File: src/rtl/ors_pkg.sv
package ors_pkg;

    localparam logic [1:0] OP_BEGIN = 2'd0;
    localparam logic [1:0] OP_BIT   = 2'd1;
    localparam logic [1:0] OP_CLEAR = 2'd2;
    localparam logic [1:0] OP_ABORT = 2'd3;

    localparam logic [1:0] KIND_DIR     = 2'd0;
    localparam logic [1:0] KIND_FOUND   = 2'd1;
    localparam logic [1:0] KIND_NONE    = 2'd2;
    localparam logic [1:0] KIND_STARTED = 2'd3;

    // Search command the host sends after a pass started result.
    localparam logic [7:0] SEARCH_COMMAND = 8'hF0;
    // Position past the last ROM bit, and the first position past the family byte.
    localparam logic [6:0] FINAL_POSITION = 7'd65;
    localparam logic [6:0] FAMILY_LIMIT   = 7'd9;

    typedef struct packed {
        logic [1:0] operation;
        logic       presence;
        logic       id_bit;
        logic       complement_bit;
    } t_in;

    typedef struct packed {
        logic [1:0]  kind;
        logic        direction;
        logic [63:0] rom_code;
        logic        last_device;
        logic [3:0]  family_discrepancy;
        logic        last;
    } t_out;

    // Results of one item: count (0 to 2) and up to two result words.
    typedef struct packed {
        logic [1:0] cnt;
        t_out       res0;
        t_out       res1;
    } t_core_res;

endpackage

File: src/rtl/ors_core.sv
module ors_core (
    input  logic              i_clk,
    input  logic              i_rst_n,
    input  logic              i_fire,
    input  ors_pkg::t_in      i_item,
    output ors_pkg::t_core_res o_res
);

    logic [63:0] r_rom,    n_rom;
    logic [6:0]  r_ld,     n_ld;
    logic [3:0]  r_fam,    n_fam;
    logic        r_ldev,   n_ldev;
    logic [6:0]  r_pos,    n_pos;
    logic [6:0]  r_lzp,    n_lzp;
    logic        r_active, n_active;

    logic        dir;
    logic [5:0]  idx;
    logic [3:0]  fam_bit;
    logic [1:0]  kind0;
    logic [1:0]  kind1;
    logic [1:0]  cnt;
    logic        done;

    always_comb begin
        n_rom    = r_rom;
        n_ld     = r_ld;
        n_fam    = r_fam;
        n_ldev   = r_ldev;
        n_pos    = r_pos;
        n_lzp    = r_lzp;
        n_active = r_active;
        dir      = 1'b0;
        idx      = 6'(r_pos - 7'd1);
        fam_bit  = r_fam;
        kind0    = ors_pkg::KIND_NONE;
        kind1    = ors_pkg::KIND_NONE;
        cnt      = 2'd0;
        done     = 1'b0;

        case (i_item.operation)
            ors_pkg::OP_BEGIN: begin
                cnt = 2'd1;
                if (r_ldev || !i_item.presence) begin
                    n_ld     = '0;
                    n_fam    = '0;
                    n_ldev   = 1'b0;
                    n_active = 1'b0;
                    kind0    = ors_pkg::KIND_NONE;
                end else begin
                    n_active = 1'b1;
                    n_pos    = 7'd1;
                    n_lzp    = '0;
                    kind0    = ors_pkg::KIND_STARTED;
                end
            end
            ors_pkg::OP_CLEAR: begin
                n_ld     = '0;
                n_fam    = '0;
                n_ldev   = 1'b0;
                n_active = 1'b0;
            end
            ors_pkg::OP_ABORT: begin
                n_active = 1'b0;
                cnt      = 2'd1;
                kind0    = ors_pkg::KIND_NONE;
            end
            ors_pkg::OP_BIT: begin
                if (r_active) begin
                    cnt = 2'd1;
                    if (i_item.id_bit && i_item.complement_bit) begin
                        n_active = 1'b0;
                        n_ld     = '0;
                        n_fam    = '0;
                        n_ldev   = 1'b0;
                        kind0    = ors_pkg::KIND_NONE;
                    end else begin
                        if (i_item.id_bit != i_item.complement_bit) begin
                            dir = i_item.id_bit;
                        end else begin
                            // Both branches exist: follow the stored path below the
                            // last discrepancy, take 1 at it, take 0 beyond it.
                            if (r_pos < r_ld) begin
                                dir = r_rom[idx];
                            end else begin
                                dir = (r_pos == r_ld);
                            end
                            if (!dir) begin
                                n_lzp = r_pos;
                                if (r_pos < ors_pkg::FAMILY_LIMIT) begin
                                    n_fam = r_pos[3:0];
                                end
                            end
                        end
                        n_rom[idx] = dir;
                        fam_bit    = n_fam;
                        n_pos      = r_pos + 7'd1;
                        kind0      = ors_pkg::KIND_DIR;
                        if (n_pos >= ors_pkg::FINAL_POSITION) begin
                            done     = 1'b1;
                            cnt      = 2'd2;
                            n_active = 1'b0;
                            n_ld     = n_lzp;
                            if (n_lzp == '0) begin
                                n_ldev = 1'b1;
                            end
                            if (n_rom[7:0] == 8'd0) begin
                                n_ld   = '0;
                                n_fam  = '0;
                                n_ldev = 1'b0;
                                kind1  = ors_pkg::KIND_NONE;
                            end else begin
                                kind1  = ors_pkg::KIND_FOUND;
                            end
                        end
                    end
                end
            end
            default: begin
                cnt = 2'd0;
            end
        endcase
    end

    always_comb begin
        o_res.cnt                     = cnt;
        o_res.res0.kind               = kind0;
        o_res.res0.direction          = dir;
        o_res.res0.rom_code           = n_rom;
        // On completion the first result still shows the flag and family
        // value from before the pass was closed.
        o_res.res0.last_device        = done ? r_ldev : n_ldev;
        o_res.res0.family_discrepancy = done ? fam_bit : n_fam;
        o_res.res0.last               = !done;
        o_res.res1.kind               = kind1;
        o_res.res1.direction          = 1'b0;
        o_res.res1.rom_code           = n_rom;
        o_res.res1.last_device        = n_ldev;
        o_res.res1.family_discrepancy = n_fam;
        o_res.res1.last               = 1'b1;
    end

    always_ff @(posedge i_clk) begin
        if (!i_rst_n) begin
            r_rom    <= '0;
            r_ld     <= '0;
            r_fam    <= '0;
            r_ldev   <= 1'b0;
            r_pos    <= 7'd1;
            r_lzp    <= '0;
            r_active <= 1'b0;
        end else if (i_fire) begin
            r_rom    <= n_rom;
            r_ld     <= n_ld;
            r_fam    <= n_fam;
            r_ldev   <= n_ldev;
            r_pos    <= n_pos;
            r_lzp    <= n_lzp;
            r_active <= n_active;
        end
    end

`ifndef NO_ASSERTIONS
    a_pos_range: assert property (@(posedge i_clk) disable iff (!i_rst_n)
        r_pos != 7'd0 && r_pos <= ors_pkg::FINAL_POSITION)
        else $error("bit position out of range");
    a_done_ends_pass: assert property (@(posedge i_clk) disable iff (!i_rst_n)
        i_fire && done |=> !r_active)
        else $error("pass still active after the last bit");
    a_fam_range: assert property (@(posedge i_clk) disable iff (!i_rst_n)
        r_fam < 4'd9)
        else $error("family discrepancy beyond the family byte");
`endif

endmodule

File: src/rtl/ors_out.sv
module ors_out (
    input  logic               i_clk,
    input  logic               i_rst_n,
    input  logic               i_wr,
    input  ors_pkg::t_core_res i_res,
    output logic               o_space,
    output logic               o_out_valid,
    input  logic               i_out_stall,
    output ors_pkg::t_out      o_out_data
);

    ors_pkg::t_out r_buf [2];
    logic          r_wp;
    logic          r_rp;
    logic [1:0]    r_count;
    logic          pop;

    assign o_out_valid = (r_count != 2'd0);
    assign pop         = o_out_valid && !i_out_stall;
    assign o_out_data  = r_buf[r_rp];
    // Room for the largest item (two results), counting the transfer in this cycle.
    assign o_space     = (r_count == 2'd0) || (r_count == 2'd1 && pop);

    always_ff @(posedge i_clk) begin
        if (i_wr && i_res.cnt != 2'd0) begin
            r_buf[r_wp] <= i_res.res0;
        end
        if (i_wr && i_res.cnt == 2'd2) begin
            r_buf[~r_wp] <= i_res.res1;
        end
    end

    always_ff @(posedge i_clk) begin
        if (!i_rst_n) begin
            r_wp    <= 1'b0;
            r_rp    <= 1'b0;
            r_count <= '0;
        end else begin
            if (i_wr) begin
                r_wp <= r_wp ^ i_res.cnt[0];
            end
            if (pop) begin
                r_rp <= ~r_rp;
            end
            r_count <= r_count + (i_wr ? i_res.cnt : 2'd0) - {1'b0, pop};
        end
    end

`ifndef NO_ASSERTIONS
    a_count_max: assert property (@(posedge i_clk) disable iff (!i_rst_n)
        r_count <= 2'd2)
        else $error("result buffer overflow");
    a_wr_room: assert property (@(posedge i_clk) disable iff (!i_rst_n)
        i_wr && i_res.cnt == 2'd2 |-> o_space)
        else $error("two results written without room");
    a_count_track: assert property (@(posedge i_clk) disable iff (!i_rst_n)
        !i_wr && pop |=> r_count == $past(r_count) - 2'd1)
        else $error("result count lost track of a transfer");
`endif

endmodule

File: src/rtl/onewire_rom_search_engine.sv
// Results: a result is offered once its item has moved from the input register into
// the result buffer; the second result of a completing bit pair is offered once the
// first has been taken.
// Throughput: one item per cycle while the output side takes results; a completing bit
// pair with two results holds the next item back while both results are in the buffer.
// Reset (i_rst_n low, synchronous) empties both registers, clears the ROM and the
// discrepancy state, and sets the bit position to 1.
module onewire_rom_search_engine (
    input  logic          i_clk,
    input  logic          i_rst_n,
    input  logic          i_in_valid,
    output logic          o_in_stall,
    input  ors_pkg::t_in  i_in_data,
    output logic          o_out_valid,
    input  logic          i_out_stall,
    output ors_pkg::t_out o_out_data
);

    logic               r_in_vld;
    ors_pkg::t_in       r_in;
    logic               space;
    logic               fire;
    ors_pkg::t_core_res res;

    assign fire       = r_in_vld && space;
    assign o_in_stall = r_in_vld && !fire;

    always_ff @(posedge i_clk) begin
        if (i_in_valid && !o_in_stall) begin
            r_in <= i_in_data;
        end
    end

    always_ff @(posedge i_clk) begin
        if (!i_rst_n) begin
            r_in_vld <= 1'b0;
        end else if (i_in_valid && !o_in_stall) begin
            r_in_vld <= 1'b1;
        end else if (fire) begin
            r_in_vld <= 1'b0;
        end
    end

    ors_core u_core (
        .i_clk   (i_clk),
        .i_rst_n (i_rst_n),
        .i_fire  (fire),
        .i_item  (r_in),
        .o_res   (res)
    );

    ors_out u_out (
        .i_clk       (i_clk),
        .i_rst_n     (i_rst_n),
        .i_wr        (fire),
        .i_res       (res),
        .o_space     (space),
        .o_out_valid (o_out_valid),
        .i_out_stall (i_out_stall),
        .o_out_data  (o_out_data)
    );

`ifndef NO_ASSERTIONS
    a_in_held: assert property (@(posedge i_clk) disable iff (!i_rst_n)
        r_in_vld && !fire |=> r_in_vld)
        else $error("pending item dropped");
    a_in_taken: assert property (@(posedge i_clk) disable iff (!i_rst_n)
        i_in_valid && !o_in_stall |=> r_in_vld)
        else $error("accepted item not registered");
    a_fire_out: assert property (@(posedge i_clk) disable iff (!i_rst_n)
        fire && res.cnt != 2'd0 |=> o_out_valid)
        else $error("result not offered after processing");
`endif

endmodule

File: config.mk
export PLATFORM = sky130hd
export DESIGN_NAME = onewire_rom_search_engine
export DESIGN_NICKNAME = d
export VERILOG_FILES = /design/src/rtl/ors_pkg.sv /design/src/rtl/ors_core.sv /design/src/rtl/ors_out.sv /design/src/rtl/onewire_rom_search_engine.sv
export SDC_FILE = /design/constraint.sdc
export NUM_CORES = 1
export LEC_CHECK = 0
export CORE_ASPECT_RATIO = 0.6
export CORE_UTILIZATION = 47
export CTS_CLUSTER_SIZE = 10
export DETAILED_ROUTE_END_ITERATION = 6
export DONT_BUFFER_PORTS = 1
export PLACE_DENSITY_LB_ADDON = 0.08
export SLEW_MARGIN = 20
export SYNTH_ARGS = -nofsm -noshare
export SYNTH_HDL_FRONTEND = slang
export SYNTH_SLANG_ARGS = --single-unit
File: constraint.sdc
create_clock -name i_clk -period 5 [get_ports i_clk]
set_input_delay 0.5 -clock i_clk [delete_from_list [all_inputs] [get_ports i_clk]]
set_output_delay 0.5 -clock i_clk [all_outputs]
set_load 0.1 [all_outputs]
==> metrics.txt, run 1 <==
Synth Net Count 1395; Seq/Total Area, Yosys 0.496; antenna viol nets, final 0; DR vias/cell 5.85; final setup vio count 0; leak pwr 4.98 nW; CTS clock-pin slew for the worst setup and hold paths 0.06 ns; CTS root buf clkbuf_16; CTS sink cnt 248; nets 1375; post-synthesis area per instance 9.49 um^2; multiplexer share of the synthesized area 0.138; Setup TNS 0 ns; M1 WL 18.4 mm; DR WL met3 2.87 mm; RSZ-0062 raised after global routing no; multi-input logic area 0.00613 mm^2; ys flop type edfxtp_1; final RePlAce weighted congestion 0.883; outcome finished clean; DR iter-0 viols 864; TritonCTS buffer count 28; clock latency on the worst-skew pair 0.55 ns; top sig layer met4; endpoints failing hold 0; Die ar. 0.0283 mm^2; Worst Hold Depth 1; reg2reg path depth 12; clock buffer depth 3; routed wl met2 14.1 mm; chip width 217 um; layout cell share with drive strength beyond 1 0.142; Crit Path Category reg2reg; Initial Utilization 0.485; worst slew pin tran 1.11 ns; asr flop ratio synth 0; worst path arrival time 4.96 ns; DRC violations left 0; fillcell total 2443; Yosys cell types 78; Post-CTS Resized 0; CTS tree built; vias 10100; Final Skew 0.0152 ns; Synth Area in Compound Gates 0.105; Worst Hold Path EP u_core.r_pos[0]$_SDFFE_PN1P_; Detailed Routing Iterations Pass 1 5; Die Ht 131 um; initial antenna violation count 0; first-pass GRT wire length 55.6 mm; per-cell routed wire length 20.8 um; Final Max Slew Viols 0; worst rel slew slack 0.254; xor and xnor area share after synthesis 0.00655; FF-to-FF setup slack 0.44 ns; Max H-tree Level 1; vias in the first global route 9126; YS warnings 0; synthesized cell area 0.0130 mm^2; RR Startpoint u_core.r_pos[1]$_SDFFE_PN0P_; Max Clk Rate 219 MHz; Crit Path Max Fanout 51; IO buf count 0; worst vdd ir 0.237 mV; pwr/cell area 402 mW/mm^2; Core Rows 46; Core ar. 0.0268 mm^2; pin count of the biggest net entering global routing 78; adder-cell share of the synthesized area 0.0173; P&R area growth vs syn 10.1%; min-delay src i_rst_n; Min-Delay Path Class in2reg; Req. time, crit path 5.40 ns; Detailed Place HPWL 24.1 mm; EDFF count, synth 147; Post CTS Setup Buffer Count 0; Reg2Reg Capture Point u_out.r_buf[1][61]$_DFFE_PP_; Top Ports 84; post-route core utilization 0.535; simple-gate area share of the yosys netlist 0.197; main combinational cell family by area after synthesis simple AND/OR/NAND/NOR gates; startpoint type of the worst setup path flip-flop; crit end category flip-flop; final period utilization 0.913; antenna cell count 0; crit path time final 4.56 ns; max cap viols 0; register area 0.00644 mm^2; Global Route Usage Sum 0.255; final WL 36.0 mm; hold-fix buffer count after cts 0; gr ovfl total 0; flop and latch count out of synthesis 248; Mapped Cells 1368
layout make-up:
cell class,instances,share of cell area
multi-input combinational,1000,0.428
clock buffer,51,0.0565
tap,360,0.0315
sequential,248,0.450
inverter,22,0.00586
timing repair buffer,48,0.0275
layer usage:
layer  up-vias  GRT usage
met2       392      0.344
li1       4785          -
met5         -          0
met1      4889      0.416
met3        45     0.0481
met4         0     0.0489
placed cells by master (no fill, tap or decap), types with 4 or more instances in the layout:
cell type | netlist | layout
a21boi_0 | 5 | 5
a21o_1 | 5 | 5
a21oi_1 | 95 | 95
a22o_1 | 7 | 7
a22oi_1 | 4 | 4
and2_1 | 7 | 7
buf_4 | 11 | 46
clkbuf_1 | 57 | 22
clkbuf_16 | 0 | 29
dfxtp_1 | 101 | 100
edfxtp_1 | 147 | 147
ha_1 | 18 | 18
inv_1 | 19 | 18
mux2_2 | 74 | 74
mux2i_1 | 78 | 78
mux4_2 | 8 | 8
nand2_1 | 204 | 204
nand2b_1 | 14 | 14
nand3_1 | 20 | 20
nor2_1 | 232 | 229
nor2b_1 | 10 | 9
nor3_1 | 86 | 80
nor3_2 | 0 | 4
nor4_1 | 6 | 4
o21ai_0 | 24 | 24
o21ai_1 | 10 | 9
o22ai_1 | 11 | 10
xnor2_1 | 4 | 4
logic make-up (layout without fill, tap and decap cells):
family | after synthesis | in the layout
xor gates and xnor gates | 8 | 8
AOI/OAI and AO/OA | 212 | 212
buffers and inverters | 120 | 121
DFF | 248 | 248
and+or+nand+nor | 602 | 602
muxes | 160 | 160
adders and majority gates | 18 | 18
state kept, by name (all words and copies together), names as in the netlist, 2 cells and up, named ones only:
signal,cells
u_core.r_lzp,7
u_core.r_rom,64
u_core.r_ld,7
u_out.r_buf,146
r_in,5
u_core.r_fam,4
u_core.r_pos,7
u_out.r_count,2
Yosys cell counts, types with 4 or more instances:
cell type  number  share of area
nor2_1        232          0.067
nand2_1       204          0.059
edfxtp_1      147           0.34
dfxtp_1       101           0.16
a21oi_1        95          0.037
nor3_1         86          0.033
mux2i_1        78          0.060
mux2_2         74          0.064
clkbuf_1       57          0.016
buf_2          25         0.0096
o21ai_0        24         0.0092
nand3_1        20         0.0077
inv_1          19         0.0055
ha_1           18          0.017
nand2b_1       14         0.0067
buf_4          11         0.0064
o22ai_1        11         0.0053
nor2b_1        10         0.0048
o21ai_1        10         0.0039
mux4_2          8          0.014
a22o_1          7         0.0047
and2_1          7         0.0034
nor4_1          6         0.0029
a21boi_0        5         0.0029
a21o_1          5         0.0029
buf_1           5         0.0014
a22oi_1         4         0.0023
xnor2_1         4         0.0027
worst max-delay path by stage:
stage,start,end,slack (ns),cells after the start
final,u_core.r_pos[1]$_SDFFE_PN0P_,u_out.r_buf[1][61]$_DFFE_PP_,0.44,12
after global routing,u_core.r_pos[1]$_SDFFE_PN0P_,u_out.r_buf[0][32]$_DFFE_PP_,0.24,12
after CTS,u_core.r_pos[1]$_SDFFE_PN0P_,u_out.r_buf[1][61]$_DFFE_PP_,0.54,12
after detailed placement,u_core.r_pos[1]$_SDFFE_PN0P_,u_out.r_buf[1][35]$_DFFE_PP_,0.58,12
after global placement,u_core.r_pos[1]$_SDFFE_PN0P_,u_out.r_buf[1][33]$_DFFE_PP_,0.65,12
after floorplan,u_core.r_pos[0]$_SDFFE_PN1P_,u_out.r_buf[0][10]$_DFFE_PP_,0.07,14
metrics by stage:
step	worst slack (ns)	hold WS [ns]	total power, mW	std cells	cell area (um^2)
2_1_floorplan	0.0656	0.427	3.75	1368	13000
3_3_place_gp	0.653	0.439	3.91	1677	13500
3_5_place_dp	0.585	0.445	3.91	1677	13500
4_1_cts	0.537	0.00851	5.79	1728	14300
5_1_grt	0.238	0.0196	5.94	1729	14300
6_report	0.435	0.0257	5.76	1729	14300
worst max-delay path, cell delays in order (launching register included):
cell and delay, ns:
dfxtp_1 0.66, inv_1 0.23, ha_1 0.37, buf_4 0.35, nand2_1 0.11, mux4_2 0.48
a311o_1 0.36, a2111oi_4 0.52, a21boi_1 0.19, o21ai_4 0.21, buf_4 0.47, mux2i_1 0.27
nor2_1 0.15
where the power goes:
group	internal (mW)	switching, mW	leakage, nW	total, mW
clock	1.08	0.805	0.383	1.88
combinational	0.255	1.34	2.42	1.59
sequential	2.23	0.0529	2.17	2.28
No activity file was read; power rests on OpenSTA's default activity.
==> run 2: changes to the inputs <==
--- a/config.mk
+++ b/config.mk
@@ -6,7 +6,7 @@
 export NUM_CORES = 1
 export LEC_CHECK = 0
 export CORE_ASPECT_RATIO = 0.6
-export CORE_UTILIZATION = 47
+export CORE_UTILIZATION = 40
 export CTS_CLUSTER_SIZE = 10
 export DETAILED_ROUTE_END_ITERATION = 6
 export DONT_BUFFER_PORTS = 1
==> run 2 against run 1 <==
Combinational power barely moved. Wire length rose by 7.3%. Global-route usage fell by 2.3 points. Clock power barely moved. Total power rose by 0.94%. Utilization fell by 7.6 points. Critical path type unchanged.
==> metrics.txt, run 2 (synthesis results as in run 1) <==
worst rel slew slack 0.240 (was 0.254); most common cell after layout, fill and taps aside nor2_1 (unchanged); Core Rows 50 (was 46); Crit Path Max Fanout 42 (was 51); worst slew pin tran 1.13 ns (was 1.11 ns); antenna viol nets, final 0 (unchanged); RSZ-0062 raised after global routing no (unchanged); Detailed Routing Iterations Pass 1 5 (unchanged); Detailed Place HPWL 25.9 mm (was 24.1 mm); final WL 38.6 mm (was 36.0 mm); max cap viols 0 (unchanged); buffer and inverter count on the worst path 3 (unchanged); Max Clk Rate 230 MHz (was 219 MHz); CTS sink cnt 248 (unchanged); Min Hold Slack 0.0409 ns (was 0.0257 ns); CTS tree built (unchanged); chip width 235 um (was 217 um); internal power 3.58 mW (was 3.56 mW); Req. time, crit path 5.39 ns (was 5.40 ns); TritonCTS buffer count 28 (unchanged); FF-to-FF setup slack 0.65 ns (was 0.44 ns); RR Startpoint u_core.r_pos[0]$_SDFFE_PN1P_ (was u_core.r_pos[1]$_SDFFE_PN0P_); final setup vio count 0 (unchanged); CTS root buf clkbuf_16 (unchanged); pin count of the biggest net entering global routing 74 (was 78); startpoint type of the worst setup path flip-flop (unchanged); Initial Utilization 0.412 (was 0.485); family with the most delay on the worst path compound AO/OA/AOI/OAI gates (unchanged); Worst Hold Depth 0 (was 1); worst path arrival time 4.74 ns (was 4.96 ns); DR vias/cell 5.59 (was 5.85); most frequent cells in the layout 230 x nor2_1, 204 x nand2_1, 147 x edfxtp_1, 100 x dfxtp_1, 95 x a21oi_1 (was 229 x nor2_1, 204 x nand2_1, 147 x edfxtp_1, 100 x dfxtp_1, 95 x a21oi_1); largest registers u_out.r_buf x146, u_core.r_rom x64 (unchanged); sequential share of power 0.396 (was 0.397); outcome finished clean (unchanged); layout cell share with drive strength beyond 1 0.147 (was 0.142); reg2reg path depth 12 (unchanged); final RePlAce weighted congestion 0.943 (was 0.883); per-cell routed wire length 21.5 um (was 20.8 um); min-delay src i_in_data[0] (was i_rst_n); DRC violations left 0 (unchanged); Crit Path Category reg2reg (unchanged); Core ar. 0.0315 mm^2 (was 0.0268 mm^2); crit-path max cell delay 0.71 ns (was 0.66 ns); final period utilization 0.870 (was 0.913); Top Ports 84 (unchanged); crit path time final 4.35 ns (was 4.56 ns); P&R area growth vs syn 11.3% (was 10.1%); Global Route Usage Sum 0.233 (was 0.255); Worst Hold Path EP r_in[0]$_DFFE_PP_ (was u_core.r_pos[0]$_SDFFE_PN1P_); CTS clock-pin slew for the worst setup and hold paths 0.07 ns (was 0.06 ns); gr ovfl total 0 (unchanged); CP Launch Point u_core.r_pos[0]$_SDFFE_PN1P_ (was u_core.r_pos[1]$_SDFFE_PN0P_); Min-Delay Path Class in2reg (unchanged); number of flip-flops under the largest register name 146 (unchanged); pwr/cell area 402 mW/mm^2 (about the same); Setup TNS 0 ns (unchanged); Top reg by flops u_out.r_buf (unchanged); initial antenna violation count 0 (unchanged); antenna cell count 0 (unchanged); net switching fraction of the power 0.384 (was 0.381); Die ar. 0.0332 mm^2 (was 0.0283 mm^2); nets 1385 (was 1375); Final Max Slew Viols 0 (unchanged); crit end category flip-flop (unchanged); clock latency on the worst-skew pair 0.57 ns (was 0.55 ns); cells along the critical path clkinv_1 > ha_1 > buf_4 > xor2_2 > mux4_2 > a311o_1 > a2111oi_4 > a21boi_1 > o21ai_4 > buf_12 > mux2i_1 > nor2_1 (was inv_1 > ha_1 > buf_4 > nand2_1 > mux4_2 > a311o_1 > a2111oi_4 > a21boi_1 > o21ai_4 > buf_4 > mux2i_1 > nor2_1); Reg2Reg Capture Point u_out.r_buf[1][50]$_DFFE_PP_ (was u_out.r_buf[1][61]$_DFFE_PP_); part of the power in combinational logic 0.277 (was 0.276); vias 10000 (was 10100); Post-CTS Resized 0 (unchanged); IO buf count 0 (unchanged); NetSw 2.23 mW (was 2.19 mW); worst vdd ir 0.222 mV (was 0.237 mV); clock buffer depth 3 (unchanged); Clk pwr share 0.327 (about the same); first-pass GRT wire length 59.7 mm (was 55.6 mm); leak pwr 5.03 nW (was 4.98 nW); Max H-tree Level 1 (unchanged); DR iter-0 viols 919 (was 864); slowest CP cell o21ai_4 (was dfxtp_1); endpoints failing hold 0 (unchanged); Die Ht 142 um (was 131 um); vias in the first global route 9391 (was 9126); Final Skew 0.0320 ns (was 0.0152 ns)
## run 2: worst max path at each step
| stage | endpoint | slack, ns | cells after the start |
|---|---|---|---|
| 2_1_floorplan | u_out.r_buf[0][10]$_DFFE_PP_ | 0.07 | 14 |
| 3_3_place_gp | u_out.r_buf[1][61]$_DFFE_PP_ | 0.90 | 12 |
| 3_5_place_dp | u_out.r_buf[1][50]$_DFFE_PP_ | 0.78 | 12 |
| 4_1_cts | u_out.r_buf[1][50]$_DFFE_PP_ | 0.74 | 12 |
| 5_1_grt | u_out.r_buf[1][55]$_DFFE_PP_ | 0.46 | 12 |
| 6_report | u_out.r_buf[1][50]$_DFFE_PP_ | 0.65 | 12 |
## run 2: stage by stage
step                      cell area, um^2  setup WS [ns]  utilization  instances  power (mW)
after global routing                14500          0.461        0.459       1796        6.00
after detailed placement            13600          0.781        0.432       1742        3.95
after floorplan                     13000         0.0656            -       1368        3.75
after global placement              13600          0.902        0.431       1742        3.95
final                               14500          0.651        0.459       1796        5.81
after CTS                           14400          0.736        0.458       1795        5.85
## run 2: power groups by stage
stage / registers (mW) / clock network, mW / logic (mW)
floorplan: 2.29 / 0 / 1.46
global placement: 2.38 / 0 / 1.56
detailed placement: 2.38 / 0 / 1.56
CTS: 2.34 / 1.94 / 1.57
global route: 2.31 / 2.03 / 1.67
finish: 2.30 / 1.90 / 1.61
## run 2: area by class of cell
cell class | instances | area, um^2
Inverter | 22 | 82.6
Timing Repair Buffer | 58 | 483
Fill cell | 3009 | 17100
Tap cell | 416 | 520
Clock buffer | 52 | 812
Multi-Input combinational cell | 1000 | 6120
Sequential cell | 248 | 6440
## run 2: timing repair
item,4_1_cts,5_1_grt
hold buffers,1,0
setup endpoints to repair,0,0
hold endpoints to repair,1,0
buffers inserted,0,0
## run 2: metal layers
layer,share of wire,vias up,routed length [um],GRT usage
met4,0.013,0,483,0.0367
met2,0.39,363,14900,0.303
li1,-,4823,-,-
met5,0,-,0,0
met1,0.52,4825,20000,0.377
met3,0.082,35,3180,0.0613
